<file path="config.mk">
export PLATFORM = sky130hd
export DESIGN_NAME = lti_queue
export DESIGN_NICKNAME = d
export VERILOG_FILES = /design/src/sv/lti_pkg.sv /design/src/sv/lti_queue.sv
export SDC_FILE = /design/constraint.sdc
export NUM_CORES = 2
export LEC_CHECK = 0
export BUFFER_PORTS_ARGS = -buffer_cell sky130_fd_sc_hd__buf_2
export CORE_ASPECT_RATIO = 1.75
export CORE_MARGIN = 2
export CORE_UTILIZATION = 55
export CTS_CLUSTER_DIAMETER = 80
export CTS_CLUSTER_SIZE = 30
export DETAILED_ROUTE_END_ITERATION = 8
export HOLD_SLACK_MARGIN = 0.1
export PLACE_DENSITY = 0.74
export SLEW_MARGIN = 15
export SYNTH_ARGS = -nofsm -noshare
export SYNTH_HDL_FRONTEND = slang
export SYNTH_SLANG_ARGS = --single-unit
</file>
<file path="constraint.sdc">
create_clock -name clk -period 18.9 [get_ports clk]
set_input_delay 1.89 -clock clk [delete_from_list [all_inputs] [get_ports clk]]
set_output_delay 1.89 -clock clk [all_outputs]
set_load 0.005 [all_outputs]
</file>
<file path="src/sv/lti_pkg.sv">
// shared types and constants for the tetrahedral 3d lut interpolator
// no dependencies; used by lti_front, lti_queue, lti_back and the top level
`default_nettype none

package lti_pkg;

	// index and term fields are sized for a table edge of up to 128
	localparam int LTI_IDX_W   = 7;
	localparam int LTI_TERM_W  = 21;
	localparam int LTI_QDEPTH  = 8;
	localparam int LTI_QAW     = 3;
	localparam int LTI_QCW     = 4;
	localparam int LTI_FRONT_STAGES = 4;

	localparam logic LTI_OP_LOAD  = 1'b0;
	localparam logic LTI_OP_PIXEL = 1'b1;

	typedef struct packed {
		logic        opcode;
		logic [12:0] entry_index;
		logic [15:0] entry_red;
		logic [15:0] entry_green;
		logic [15:0] entry_blue;
		logic [15:0] pixel_red;
		logic [15:0] pixel_green;
		logic [15:0] pixel_blue;
	} lti_in_t;

	typedef struct packed {
		logic [15:0] out_red;
		logic [15:0] out_green;
		logic [15:0] out_blue;
	} lti_out_t;

	// one classified item between front and back
	typedef struct packed {
		logic                  wr;
		logic [12:0]           waddr;
		logic [47:0]           wdata;
		logic [LTI_IDX_W-1:0]  rl;
		logic [LTI_IDX_W-1:0]  rh;
		logic [LTI_TERM_W-1:0] gtl;
		logic [LTI_TERM_W-1:0] gth;
		logic [LTI_TERM_W-1:0] btl;
		logic [LTI_TERM_W-1:0] bth;
		logic [2:0]            sel1;
		logic [2:0]            sel2;
		logic [16:0]           w0;
		logic [15:0]           w1;
		logic [15:0]           w2;
		logic [15:0]           w3;
	} lti_job_t;

endpackage

`default_nettype wire

</file>
<file path="src/sv/lti_queue.sv">
// short job queue between front and back
// depends on lti_pkg
`default_nettype none

module lti_queue (
	input  wire logic              clk,
	input  wire logic              arst_n,
	input  wire logic              push,
	input  wire lti_pkg::lti_job_t din,
	input  wire logic              pop,
	output lti_pkg::lti_job_t      dout,
	output logic                   nonempty,
	output logic [lti_pkg::LTI_QCW-1:0] count
);
	import lti_pkg::*;

	lti_job_t             slot_q [LTI_QDEPTH];
	logic [LTI_QAW-1:0]   wp_q, rp_q;
	logic [LTI_QCW-1:0]   count_q;

	assign nonempty = (count_q != '0);
	assign count    = count_q;
	assign dout     = slot_q[rp_q];

	always_ff @(posedge clk or negedge arst_n) begin
		if (!arst_n) begin
			wp_q    <= '0;
			rp_q    <= '0;
			count_q <= '0;
		end else begin
			if (push) wp_q <= wp_q + 1'b1;
			if (pop)  rp_q <= rp_q + 1'b1;
			count_q <= count_q + LTI_QCW'(push) - LTI_QCW'(pop);
		end
	end

	always_ff @(posedge clk) begin
		if (push) slot_q[wp_q] <= din;
	end

	a_no_overflow: assert property (@(posedge clk) disable iff (!arst_n)
		push |-> (count_q < LTI_QCW'(LTI_QDEPTH)))
		else $error("job queue overflow");
	a_no_underflow: assert property (@(posedge clk) disable iff (!arst_n)
		pop |-> (count_q != '0))
		else $error("job queue underflow");

endmodule

`default_nettype wire

</file>
### After elaboration in Yosys (flattened, before gate mapping)

Memories as Yosys holds them, arrays and structs flattened.
Cells that the tools add are included.

| word-level totals | value |
|---|---|
| word-level logic and storage cells | 11 |
| bits of input ports | 235 |
| RAM bits | 1848 |
| bits in registers | 10 |
| memories | 1 |
| output and inout bits | 236 |

Memory list:

| memory | words | width | rd ports | clocked after memory_dff | write ports | line | RTL |
|---|---|---|---|---|---|---|---|
| slot_q | 8 | 231 | 1 | 0 | 1 | lti_queue.sv:17 | `lti_job_t slot_q [LTI_QDEPTH];` |

| operators by class | value |
|---|---|
| reductions and logical operators | 1 |
| muxes and demuxes | 2 |
| $add $sub $neg | 4 |

Operators by type and width:

| operator | number |
|---|---|
| 3-bit by 1-bit adder with 3-bit output (second input constant) | 2 |
| 4-bit by 1-bit adder with 4-bit output | 1 |
| 4-bit nonzero test | 1 |
| 4-bit by 1-bit subtractor with 4-bit output | 1 |
| 1-bit 2-to-1 mux | 2 |

### Depth between registers and ports, before layout

| depth | value |
|---|---|
| depth after elaboration | 2 |
| mapped depth | 7 |

### Worst setup path before layout

Ideal clock, no wire load.

| timing path | value |
|---|---|
| path kind | input to register |
| from | in push |
| to | mem slot_q[0][0] (netlist name) (enable) |
| stages | 2 |
| path slack | 0.269 ns |
| data arrival time | 17.526 ns |
| cells stage by stage | nand2b_1 -> nor3_1 |

| between the ends | value |
|---|---|
| longest elaborated chain between the ends | 2 |

RTL lines:

| element | line | RTL |
|---|---|---|
| start: declaration | lti_queue.sv:8 | `input wire logic push,` |
| 1-bit 2-to-1 mux | lti_queue.sv:38 | `if (push) slot_q[wp_q] <= din;` |
| 1-bit 2-to-1 mux (not written as such) | lti_queue.sv:38 |  |
| end: declaration | lti_queue.sv:17 |  |

Every way passes these cells.

==> metrics.cfg <==
[sta]
finalWorstSetupSlack_ns=12.28
hold_ws_ns=0.572
max_slew.worst_pin.slew_ns=1.12
final_hold_viol_count=0
max_fclk_mhz=151
worst_slew_margin_rel_pct=25.2
finalSetupTns_ns=0
finalCritPeriodShare_pct=35.0
finalMaxSlewViolations=0
grt_setup_unrepaired=false
finalSetupViolations=0
final.min_clock_period_ns=6.62
final.setup_skew_ns=0.0367

[pwr]
p_per_area_nw_per_um2=141
worst_ir_drop_vdd_mv=0.212
power_frac_comb_pct=32.5
power_leakage_nw=24.0
net_sw_power_mw=3.11
pwr-share-clk_pct=17.5
power.internal_mw=7.65
netSwitchingFraction_pct=28.9
total_power_mw=10.8
share_seq_of_total_power_pct=50.0

[synthesis]
yosys.cell_types.count=20
seq_area_frac_synth_pct=80.0
synth.avg_cell_area_um2=25.6
netlist_instances=2723
syn-num-nets=2966
synthTopCellsByArea=sky130_fd_sc_hd__edfxtp_1 80%, sky130_fd_sc_hd__mux4_2 15%, sky130_fd_sc_hd__mux2_2 3.8%, sky130_fd_sc_hd__buf_2 0.37%, sky130_fd_sc_hd__dfrtp_1 0.36%
post-synth-top-area-fraction_pct=79.7
number_of_warnings_printed_during_yosys_synthesis=0
synthMostInstantiatedCell=sky130_fd_sc_hd__edfxtp_1
synth_area_leader_cell=sky130_fd_sc_hd__edfxtp_1
postSynthRegisterBits=1858
async_reset_ff_share_pct=0.538
ys_top_cells_by_count=1848 x sky130_fd_sc_hd__edfxtp_1, 462 x sky130_fd_sc_hd__mux4_2, 233 x sky130_fd_sc_hd__mux2_2
top_ff_cell_synth=sky130_fd_sc_hd__edfxtp_1
mappedNetlistArea_um2=69700
synth_edf_count=1848

[routing]
met2WireLength_mm=70.5
drt-initial-drc-count=2569
topRoutingLayerUsed=met5
antenna_violating_nets_post_route=0
post-route-drc-count=0
wl_mm=138
detail_route.wl_per_cell_um=28.3
met3_wirelength_mm=12.0
drt-vias-per-instance=6.16
detailedRoute.firstPassIterationCount=7
wl_met1_mm=52.9
via_count=30000

[floorplanning]
initial_core_util_pct=55.4
placeableCoreArea_um2=126000
ports_placed_on_the_boundary=471
rows=172
die-height_um=475
die_x_um=273
fp.dieArea_um2=130000

[finish]
final_layout_size_suffix_gt1_share_pct=40.6
fin_util_pct=60.5
multi_input_comb_area_um2=13300
area_growth_syn_to_layout_pct=9.20
register_area_um2=55800
final_area_um2=76100
stdcell_count=4867
n_fill_cell=8630
finish.net_count=3422

[clock_tree]
clock_tree.htree_level_count=3
cts_inserted_buffers=73
clkSinkCount=1858
cts.path.max_buffers=3
postCtsSetupRepairBufs=0
clock_tree_from_tritoncts=done
clk_transition_reported_paths_ns=0.11
clk_root_buffer_cell=sky130_fd_sc_hd__clkbuf_16
clock_insertion_delay_worst_skew_ns=0.70
post_cts_hold_buffer_count=0
cts.repair.resized=0

[grt]
global_route.overflow_total=0
gr-usage-all-layers_pct=21.4
grt_pass1_vias=31900
largest_net_degree_at_the_start_of_global_routing=128
grt_pass1_wl_mm=203
antenna_found_initial=48

[place]
placement.cell_area_um2=74000
gp_routability_congestion=0.737
detail_placement_hpwl_mm=75.8
dp_cells=4756
port-buffer-count=470
pre_cts_worst_setup_slack_ns=12.89

[setup_path]
arrival_ns=4.73
crit_buf_inv=4
critical_path_required_ns=17.01
worstSetupEndpointType=output pin
crit_path_max_fanout=90
cp_cell_sequence=buf_12, buf_16, buf_4, mux4_2, mux2_2, buf_2
delay_of_the_slowest_cell_on_the_worst_path_ns=1.05
crit_path_top_delay_cell=sky130_fd_sc_hd__dfrtp_4
setup.worst_path.start_class=flop
timing_worst_setup_path_type=reg2out
crit_family=buffers and inverters

[hold_path]
hold_class=reg2reg

[flow_run]
drv_cap=0

[outcome]
status=finished clean

-- state kept, by name (all words and copies together) (netlist names) --
signal	flops
slot_q	1848
rp_q	3
count	4
wp_q	3
-- path summary, 6_finish.rpt --
check,start,to,slack [ns],cells past startpoint
worst max-delay path,rp_q[0],dout[154],12.28,6
worst min-delay path,wp_q[1],wp_q[1],0.57,1
worst max register to register,wp_q[1],slot_q[4][20],15.19,4
worst min register to register,wp_q[1],wp_q[1],0.57,1
max in group asynchronous,arst_n,rp_q[0],17.58,1
min in group asynchronous,arst_n,wp_q[1],1.06,1
-- placed cells by master, fill, tap and decap left out, types with 2 or more instances in the layout --
cell type                   netlist  final
sky130_fd_sc_hd__buf_12           0     10
sky130_fd_sc_hd__buf_2           51    470
sky130_fd_sc_hd__buf_4            0     30
sky130_fd_sc_hd__clkbuf_1        43     13
sky130_fd_sc_hd__clkbuf_16        0     76
sky130_fd_sc_hd__dfrtp_1         10      7
sky130_fd_sc_hd__dfrtp_4          0      3
sky130_fd_sc_hd__diode_2          0     14
sky130_fd_sc_hd__edfxtp_1      1848   1848
sky130_fd_sc_hd__ha_1             7      7
sky130_fd_sc_hd__inv_1            8      8
sky130_fd_sc_hd__inv_6            0      2
sky130_fd_sc_hd__mux2_2         233    233
sky130_fd_sc_hd__mux4_2         462    462
sky130_fd_sc_hd__nand2_1          4      4
sky130_fd_sc_hd__nand2b_1         3      3
sky130_fd_sc_hd__nor2_4           0      6
sky130_fd_sc_hd__nor3_2           0      2
sky130_fd_sc_hd__xnor2_1          3      3
sky130_fd_sc_hd__xor2_1           3      3
-- power groups by stage --
stage          clock network (mW)  logic, mW  registers [mW]
2_1_floorplan                   0       2.37            5.59
3_3_place_gp                    0       3.49            5.43
3_5_place_dp                    0       3.55            5.49
4_1_cts                      1.94       3.56            5.39
5_1_grt                      2.06       3.76            5.43
6_report                     1.88       3.49            5.38
-- metal layers --
| metal | vias up | global-route usage [%] |
|---|---|---|
| met2 | 985 | 36.4 |
| met1 | 16200 | 27.6 |
| met4 | 72 | 4.70 |
| met5 | - | 0 |
| met3 | 199 | 6.23 |
| li1 | 12500 | - |
-- logic make-up (layout without fill, tap and decap cells) --
kind of cell | after synthesis | after routing | share of synthesized area [%]
DFF | 1858 | 1858 | 80.0
muxes | 695 | 695 | 18.7
buffers and inverters | 138 | 615 | 0.932
and+or+nand+nor | 16 | 16 | 0.102
adders and majority gates | 8 | 8 | 0.154
xor gates and xnor gates | 6 | 6 | 0.0754
AOI/OAI and AO/OA | 2 | 2 | 0.0180
other | 0 | 14 | 0
-- area by class of cell --
| type | instances | area share (%) |
|---|---|---|
| clock buffer | 89 | 2.56 |
| tap | 1653 | 2.72 |
| timing repair buffer | 511 | 3.69 |
| inverter | 8 | 0.0395 |
| clock inverter | 7 | 0.132 |
| sequential | 1858 | 73.3 |
| multi-input combinational | 727 | 17.5 |
| antenna | 14 | 0.0461 |
Note: power is estimated with default switching activity, not from simulation.
