[src/sv/lti_pkg.sv]
// shared types and constants for the tetrahedral 3d lut interpolator
// no dependencies; used by lti_front, lti_queue, lti_back and the top level
`default_nettype none

package lti_pkg;

	// index and term fields are sized for a table edge of up to 128
	localparam int LTI_IDX_W   = 7;
	localparam int LTI_TERM_W  = 21;
	localparam int LTI_QDEPTH  = 8;
	localparam int LTI_QAW     = 3;
	localparam int LTI_QCW     = 4;
	localparam int LTI_FRONT_STAGES = 4;

	localparam logic LTI_OP_LOAD  = 1'b0;
	localparam logic LTI_OP_PIXEL = 1'b1;

	typedef struct packed {
		logic        opcode;
		logic [12:0] entry_index;
		logic [15:0] entry_red;
		logic [15:0] entry_green;
		logic [15:0] entry_blue;
		logic [15:0] pixel_red;
		logic [15:0] pixel_green;
		logic [15:0] pixel_blue;
	} lti_in_t;

	typedef struct packed {
		logic [15:0] out_red;
		logic [15:0] out_green;
		logic [15:0] out_blue;
	} lti_out_t;

	// one classified item between front and back
	typedef struct packed {
		logic                  wr;
		logic [12:0]           waddr;
		logic [47:0]           wdata;
		logic [LTI_IDX_W-1:0]  rl;
		logic [LTI_IDX_W-1:0]  rh;
		logic [LTI_TERM_W-1:0] gtl;
		logic [LTI_TERM_W-1:0] gth;
		logic [LTI_TERM_W-1:0] btl;
		logic [LTI_TERM_W-1:0] bth;
		logic [2:0]            sel1;
		logic [2:0]            sel2;
		logic [16:0]           w0;
		logic [15:0]           w1;
		logic [15:0]           w2;
		logic [15:0]           w3;
	} lti_job_t;

endpackage

`default_nettype wire

[src/sv/lti_front.sv]
// front end: scales pixels, splits corner index and fraction, picks the tetrahedron
// depends on lti_pkg
`default_nettype none

module lti_front #(
	parameter int MAX_EDGE = 17
) (
	input  wire logic                     clk,
	input  wire logic                     arst_n,
	input  wire logic                     take,
	input  wire lti_pkg::lti_in_t         item,
	input  wire logic [$clog2(MAX_EDGE+1)-1:0]   eff,
	input  wire logic [2*$clog2(MAX_EDGE+1)-1:0] e2,
	output lti_pkg::lti_job_t             job,
	output logic                          job_valid
);
	import lti_pkg::*;

	localparam int EW = $clog2(MAX_EDGE + 1);
	localparam int TW = 16 + EW;

	function automatic logic [2*EW+15:0] split(input logic [TW-1:0] t);
		logic [16:0]   s;
		logic [EW-1:0] q;
		logic [15:0]   r;
		// 65536 is 1 mod 65535, so high part plus low part gives the remainder
		s = {1'b0, t[15:0]} + 17'(t[TW-1:16]);
		if (s >= 17'd65535) begin
			r = 16'(s - 17'd65535);
			q = t[TW-1:16] + 1'b1;
		end else begin
			r = s[15:0];
			q = t[TW-1:16];
		end
		return {q + EW'(r != 16'd0), q, r};
	endfunction

	lti_in_t       item_s1;
	logic          v_s1, v_s2, v_s3;
	logic          op_s2, op_s3;
	logic [12:0]   waddr_s2, waddr_s3;
	logic [47:0]   wdata_s2, wdata_s3;
	logic [TW-1:0] tr_s2, tg_s2, tb_s2;
	logic [EW-1:0] rl_s3, rh_s3, gl_s3, gh_s3, bl_s3, bh_s3;
	logic [15:0]   fx_s3, fy_s3, fz_s3;
	logic [EW-1:0] em1;
	logic [2*EW+15:0] sr, sg, sb;
	logic [2:0]    sel1, sel2;
	logic [15:0]   fmax, w1, w2, w3;
	logic [2*EW-1:0] gtl, gth;
	logic [3*EW-1:0] btl, bth;

	assign em1 = eff - 1'b1;

	always_ff @(posedge clk or negedge arst_n) begin
		if (!arst_n) begin
			v_s1 <= 1'b0;
			v_s2 <= 1'b0;
			v_s3 <= 1'b0;
			job_valid <= 1'b0;
		end else begin
			v_s1 <= take;
			v_s2 <= v_s1;
			v_s3 <= v_s2;
			job_valid <= v_s3;
		end
	end

	assign sr = split(tr_s2);
	assign sg = split(tg_s2);
	assign sb = split(tb_s2);

	// tetrahedron choice, strict compares so ties fall to the later branch
	always_comb begin
		if (fx_s3 > fy_s3) begin
			if (fy_s3 > fz_s3) begin
				sel1 = 3'b100; sel2 = 3'b110; fmax = fx_s3;
				w1 = fx_s3 - fy_s3; w2 = fy_s3 - fz_s3; w3 = fz_s3;
			end else if (fx_s3 > fz_s3) begin
				sel1 = 3'b100; sel2 = 3'b101; fmax = fx_s3;
				w1 = fx_s3 - fz_s3; w2 = fz_s3 - fy_s3; w3 = fy_s3;
			end else begin
				sel1 = 3'b001; sel2 = 3'b101; fmax = fz_s3;
				w1 = fz_s3 - fx_s3; w2 = fx_s3 - fy_s3; w3 = fy_s3;
			end
		end else begin
			if (fz_s3 > fy_s3) begin
				sel1 = 3'b001; sel2 = 3'b011; fmax = fz_s3;
				w1 = fz_s3 - fy_s3; w2 = fy_s3 - fx_s3; w3 = fx_s3;
			end else if (fz_s3 > fx_s3) begin
				sel1 = 3'b010; sel2 = 3'b011; fmax = fy_s3;
				w1 = fy_s3 - fz_s3; w2 = fz_s3 - fx_s3; w3 = fx_s3;
			end else begin
				sel1 = 3'b010; sel2 = 3'b110; fmax = fy_s3;
				w1 = fy_s3 - fx_s3; w2 = fx_s3 - fz_s3; w3 = fz_s3;
			end
		end
	end

	assign gtl = gl_s3 * eff;
	assign gth = gh_s3 * eff;
	assign btl = bl_s3 * e2;
	assign bth = bh_s3 * e2;

	always_ff @(posedge clk) begin
		if (take) begin
			item_s1 <= item;
		end
		op_s2    <= item_s1.opcode;
		waddr_s2 <= item_s1.entry_index;
		wdata_s2 <= {item_s1.entry_red, item_s1.entry_green, item_s1.entry_blue};
		tr_s2    <= TW'(item_s1.pixel_red) * TW'(em1);
		tg_s2    <= TW'(item_s1.pixel_green) * TW'(em1);
		tb_s2    <= TW'(item_s1.pixel_blue) * TW'(em1);

		op_s3    <= op_s2;
		waddr_s3 <= waddr_s2;
		wdata_s3 <= wdata_s2;
		{rh_s3, rl_s3, fx_s3} <= sr;
		{gh_s3, gl_s3, fy_s3} <= sg;
		{bh_s3, bl_s3, fz_s3} <= sb;

		job.wr    <= (op_s3 == LTI_OP_LOAD);
		job.waddr <= waddr_s3;
		job.wdata <= wdata_s3;
		job.rl    <= LTI_IDX_W'(rl_s3);
		job.rh    <= LTI_IDX_W'(rh_s3);
		job.gtl   <= LTI_TERM_W'(gtl);
		job.gth   <= LTI_TERM_W'(gth);
		job.btl   <= LTI_TERM_W'(btl);
		job.bth   <= LTI_TERM_W'(bth);
		job.sel1  <= sel1;
		job.sel2  <= sel2;
		job.w0    <= 17'h10000 - {1'b0, fmax};
		job.w1    <= w1;
		job.w2    <= w2;
		job.w3    <= w3;
	end

endmodule

`default_nettype wire

[config.mk]
export PLATFORM = sky130hd
export DESIGN_NAME = lti_front
export DESIGN_NICKNAME = d
export VERILOG_FILES = /design/src/sv/lti_pkg.sv /design/src/sv/lti_front.sv
export SDC_FILE = /design/constraint.sdc
export NUM_CORES = 2
export LEC_CHECK = 0
export ABC_AREA = 1
export BUFFER_PORTS_ARGS = -buffer_cell sky130_fd_sc_hd__buf_2
export CORE_ASPECT_RATIO = 0.6
export CORE_MARGIN = 1.5
export CORE_UTILIZATION = 35
export DETAILED_ROUTE_END_ITERATION = 8
export PLACE_DENSITY = 0.58
export SLEW_MARGIN = 20
export SYNTH_ARGS = -nofsm -noshare
export SYNTH_HDL_FRONTEND = slang
export SYNTH_SLANG_ARGS = --single-unit
[constraint.sdc]
create_clock -name clk -period 7.4 [get_ports clk]
set_input_delay 1.48 -clock clk [delete_from_list [all_inputs] [get_ports clk]]
set_output_delay 1.48 -clock clk [all_outputs]
set_load 0.05 [all_outputs]
-- Yosys cells after proc, flatten, opt, wreduce, memory -nomap -nowiden
Cells that the tools add are included.
- add/sub/neg operators: 20
- multipliers: 7
- order comparisons: 8
- multiplexer cells: 32
- bitwise logic cells: 1
- reductions and logical operators: 3
- operators with widths (operator ; number):
    $mux W16 ; 21
    $sub A16 B16 Y16 ; 6
    $gt A16 B16 Y1 ; 5
    $mul A16 B5 Y21 ; 3
    $add A16 B5 Y17 ; 3
    $ge A17 B16 Y1 const B ; 3
    $reduce_bool A16 Y1 ; 3
    $sub A16 B16 Y16 const B ; 3
    $mul A5 B10 Y15 ; 2
    $mul A5 B5 Y10 ; 2
    $mux W3 ; 6
    $sub A17 B16 Y17 const A ; 1
    $add A5 B1 Y5 ; 3
    $add A5 B1 Y5 const B ; 3
    $mux W5 ; 3
    $sub A5 B1 Y5 const B ; 1
    $mux W2 ; 2
    $not A1 Y1 ; 1
- bits in registers: 572
- input bits: 128
- output and inout port bits: 232
- logic and storage cells: 116

-- Logic depth before layout (Yosys ltp)
- depth after elaboration: 5
- depth in mapped cells: 30
- mapped depth without buffers: 28

-- Worst setup path after synthesis
No wires, ideal clock.
- path type: in2reg
- from: input eff[0]
- to: register tg_s2[16]
- library setup time: 0.072 ns
- arrival time: 6.430 ns
- required time: 7.328 ns
- path slack: 0.897 ns
- stages: 26
- path buffers: 3
- path through: inv_1 clkbuf_1 clkbuf_1 ha_1 inv_1 nor3_1 nand2_1 nand2_1 clkbuf_1 nor2_1 fa_1 fa_1 inv_1 fa_1 inv_1 ha_1 inv_1 o21ai_0 a31oi_1 o21ai_0 nand2_1 nand2_1 a21boi_0 o21ai_0 a21boi_0 xnor2_1
- cells in the longest elaborated chain, start to end: 2
- RTL lines (item ; RTL line ; source):
    start, declared ; lti_front.sv:12 ; input wire logic [$clog2(MAX_EDGE+1)-1:0] eff,
    $sub A5 B1 Y5 ; lti_front.sv:53 ; assign em1 = eff - 1'b1;
    $mul A16 B5 Y21 ; lti_front.sv:113 ; tg_s2 <= TW'(item_s1.pixel_green) * TW'(em1);
    end signal, assigned ; lti_front.sv:113 ;
    end, declared ; lti_front.sv:43 ; logic [TW-1:0] tr_s2, tg_s2, tb_s2;
No other way between the ends.
A chain may end at the register's enable or synchronous reset.

-- Final worst setup path
- from: input eff[1]
- to: register tr_s2[15]
- cells in the longest elaborated chain, start to end: 2
- RTL lines (item ; RTL line ; source):
    $sub A5 B1 Y5 ; lti_front.sv:53 ;
    $mul A16 B5 Y21 ; lti_front.sv:112 ; tr_s2 <= TW'(item_s1.pixel_red) * TW'(em1);
    end signal, assigned ; lti_front.sv:112 ;
    end, declared ; lti_front.sv:43 ;
No other way between the ends.

==> metrics <==
clock buffer count from CTS 56; Seq/Total Area, Yosys 35.65%; status finished clean; Detail Route Antenna Nets 0; Final Hold Slack roughly 0.32 ns; Slew Viols, Final 0; Hold/Removal Path Class flop to flop; Yosys warning total 0; Placement Setup Slack about 0.47 ns; core area 99110 um^2; pin count of the biggest net entering global routing 73; Die H roughly 250 um; DRC 0; final worst slack 1.043 ns; Post-Syn Area roughly 35000 um^2; CP max FO 12; Hold Vio Cnt, Final 0; initial core utilization a little over a third; slew of the pin with the lowest slew margin 1.002 ns; First-pass DRT Iterations 6; CTS Root Cell clkbuf_16; multiplexer share of the synthesized area 0%; commonest cells in the netlist nand2_1 (866), inv_1 (676), dfxtp_1 (458), nor2_1 (395), ha_1 (293); # hold bufs at CTS 0; first-pass GRT wire length between 150000 and 200000 um; max cap viols 0; Rows 89; simple-gate share of the synthesized area a little under a fifth; Die Wd roughly 410 um; cell taking the most area after synthesis dfxtp_1; overall global routing resource usage between 10% and 20%; Syn Area/Cell approximately 8.3 um^2; Synth Area in XOR/XNOR ~5%; Top-Level Pins between 300 and 400; Area Overhead vs Synth 13.09%; Highest Clock Rate between 150 and 200 MHz; share of cells above drive strength 1 a little under an eighth; post-synthesis compound-gate area fraction roughly 8.6%; dominant synthesized flop cell dfxtp_1; largest family of logic cells by synthesized area adder cells; Placer Congestion just over 1; setup bufs post-CTS 0; number of global-route vias before repair between 20000 and 30000; Vias approximately 28000; setup violators final 0; vias per cell 4.800; register bit total from synthesis approximately 570; # port buffers between 300 and 400; Final Skew 0.02973 ns; Worst Path Required approximately 7.9 ns; crit path kind input port to flop; minimum clock period 6.357 ns; die area 102700 um^2; clk slew on worst S/H paths 0.07 ns; RSZ-0062 raised after global routing no; arrival time at the worst endpoint approximately 6.9 ns; Avg WL per Cell 17.50 um; Synth top area share around a quarter; Synth cell types 60; ys async rst share less than 1%; Syn Inst Count roughly 4200; total global routing overflow 0; Slew HR between 30% and 40%; antenna cell count 0; Synth Area in Adders between 20% and 30%; initial antenna violation count 0; post-DP HPWL about 85000 um; CTS tree done; Critical Path Sink Type flop; clock insertion delay at the later pin of the skew report about 0.65 ns; clk sinks around 570; initial DRC count 2395; Clock Tree Buf Depth 3; H-tree depth 2; post-CTS sizing 0; setup TNS 0 ns; synth top area cells dfxtp_1 (26%), fa_1 (11%), ha_1 (10%), edfxtp_1 (9.4%), nand2_1 (9.2%); crit path launch type input port; Post-synth EDFFs 110; nets@finish just over 5000; Final period util a little under nine tenths; count leader, synth nand2_1; final WL 102900 um
## through the flow
stage / instances / utilization, % / cell area [um^2]
floorplan: 4265 / - / 35410
CTS: 5878 / 40.25 / 39890
global placement: 5773 / 38.31 / 37970
detailed placement: 5773 / 38.31 / 37970
global route: 5878 / 40.25 / 39890
finish: 5878 / 40.25 / 39890
## layout by cell type, fill, tap and decap left out, drive strengths merged, types with 3 or more instances in the layout
cell	count
nand3b	18
conb	38
xor2	136
a21oi	226
o21bai	12
a31oi	16
clkinv	20
fa	201
and2	5
o31ai	4
nand3	195
bufinv	4
nand4	34
ha	293
xnor2	65
nor2	416
o221ai	18
inv	699
or2	5
a211oi	5
a21boi	11
clkbuf	70
o21ai	153
clkinvlp	3
o2111ai	25
nor3	28
dfrtp	4
buf	341
and3	3
edfxtp	110
o211ai	31
a21o	7
nand2	895
dfxtp	458
## layer usage
| metal | vias to the layer above | GRT usage [%] | share of wire [%] |
|---|---|---|---|
| met5 | - | 0 | 0 |
| met4 | 0 | 3.663 | 1.6 |
| met3 | 97 | 7.307 | 11 |
| met2 | 952 | 26.15 | 38 |
| met1 | 13310 | 30.30 | 50 |
| li1 | 13860 | - | - |
## kinds of logic (layout without fill, tap and decap cells)
kind of cell	after synthesis	in the layout
buf+inv	843	1137
fa+ha+maj	494	494
flops	572	572
simple gates	1602	1602
other cells	1	38
xor+xnor	201	201
compound gates	515	515
## registers in the layout (all words and copies together) (netlist names), 13 cells and up
name      count
tr_s2        21
waddr_s2     13
fx_s3        16
wdata_s2     48
waddr_s3     13
tg_s2        21
fz_s3        16
fy_s3        16
job         193
item_s1     110
tb_s2        21
wdata_s3     48
## worst max-delay path, cell delays in order
cell and delay (ns):
buf_2 0.23, inv_1 0.07, ha_1 0.20, inv_1 0.06, nor3_1 0.04, or2_2 0.28, nand2_1 0.43, inv_1 0.33
nand2_1 0.17, fa_1 0.44, fa_1 0.52, fa_1 0.54, inv_1 0.04, ha_1 0.38, nand2_1 0.11, nand2_1 0.05
a31oi_1 0.25, o21ai_0 0.21, a21oi_1 0.30, o21ai_0 0.18, a31oi_1 0.26, o21ai_0 0.14, xor2_1 0.16
## final timing paths
check                             start  cells past startpoint           end  slack (ns)
hold / removal             wdata_s2[10]                      0  wdata_s3[10]        0.32
max in group asynchronous        arst_n                      1          v_s2        6.64
min in group asynchronous        arst_n                      1          v_s3        0.63
setup reg to reg              tg_s2[16]                     27      gh_s3[4]        2.55
hold reg to reg            wdata_s2[10]                      0  wdata_s3[10]        0.32
setup / recovery                 eff[1]                     23     tr_s2[15]        1.04
## cell type report
type	count	area (um^2)
Fill cell	10120	59220
Inverter	691	2596
Multi-Input combinational cell	2850	19380
Clock inverter	35	369.1
Timing Repair Buffer	341	1772
Sequential cell	572	12570
Tap cell	1319	1650
Clock buffer	70	1545
Power is not shown: default switching activity piles up to over one toggle a cycle in this logic, so the estimate is an artifact.
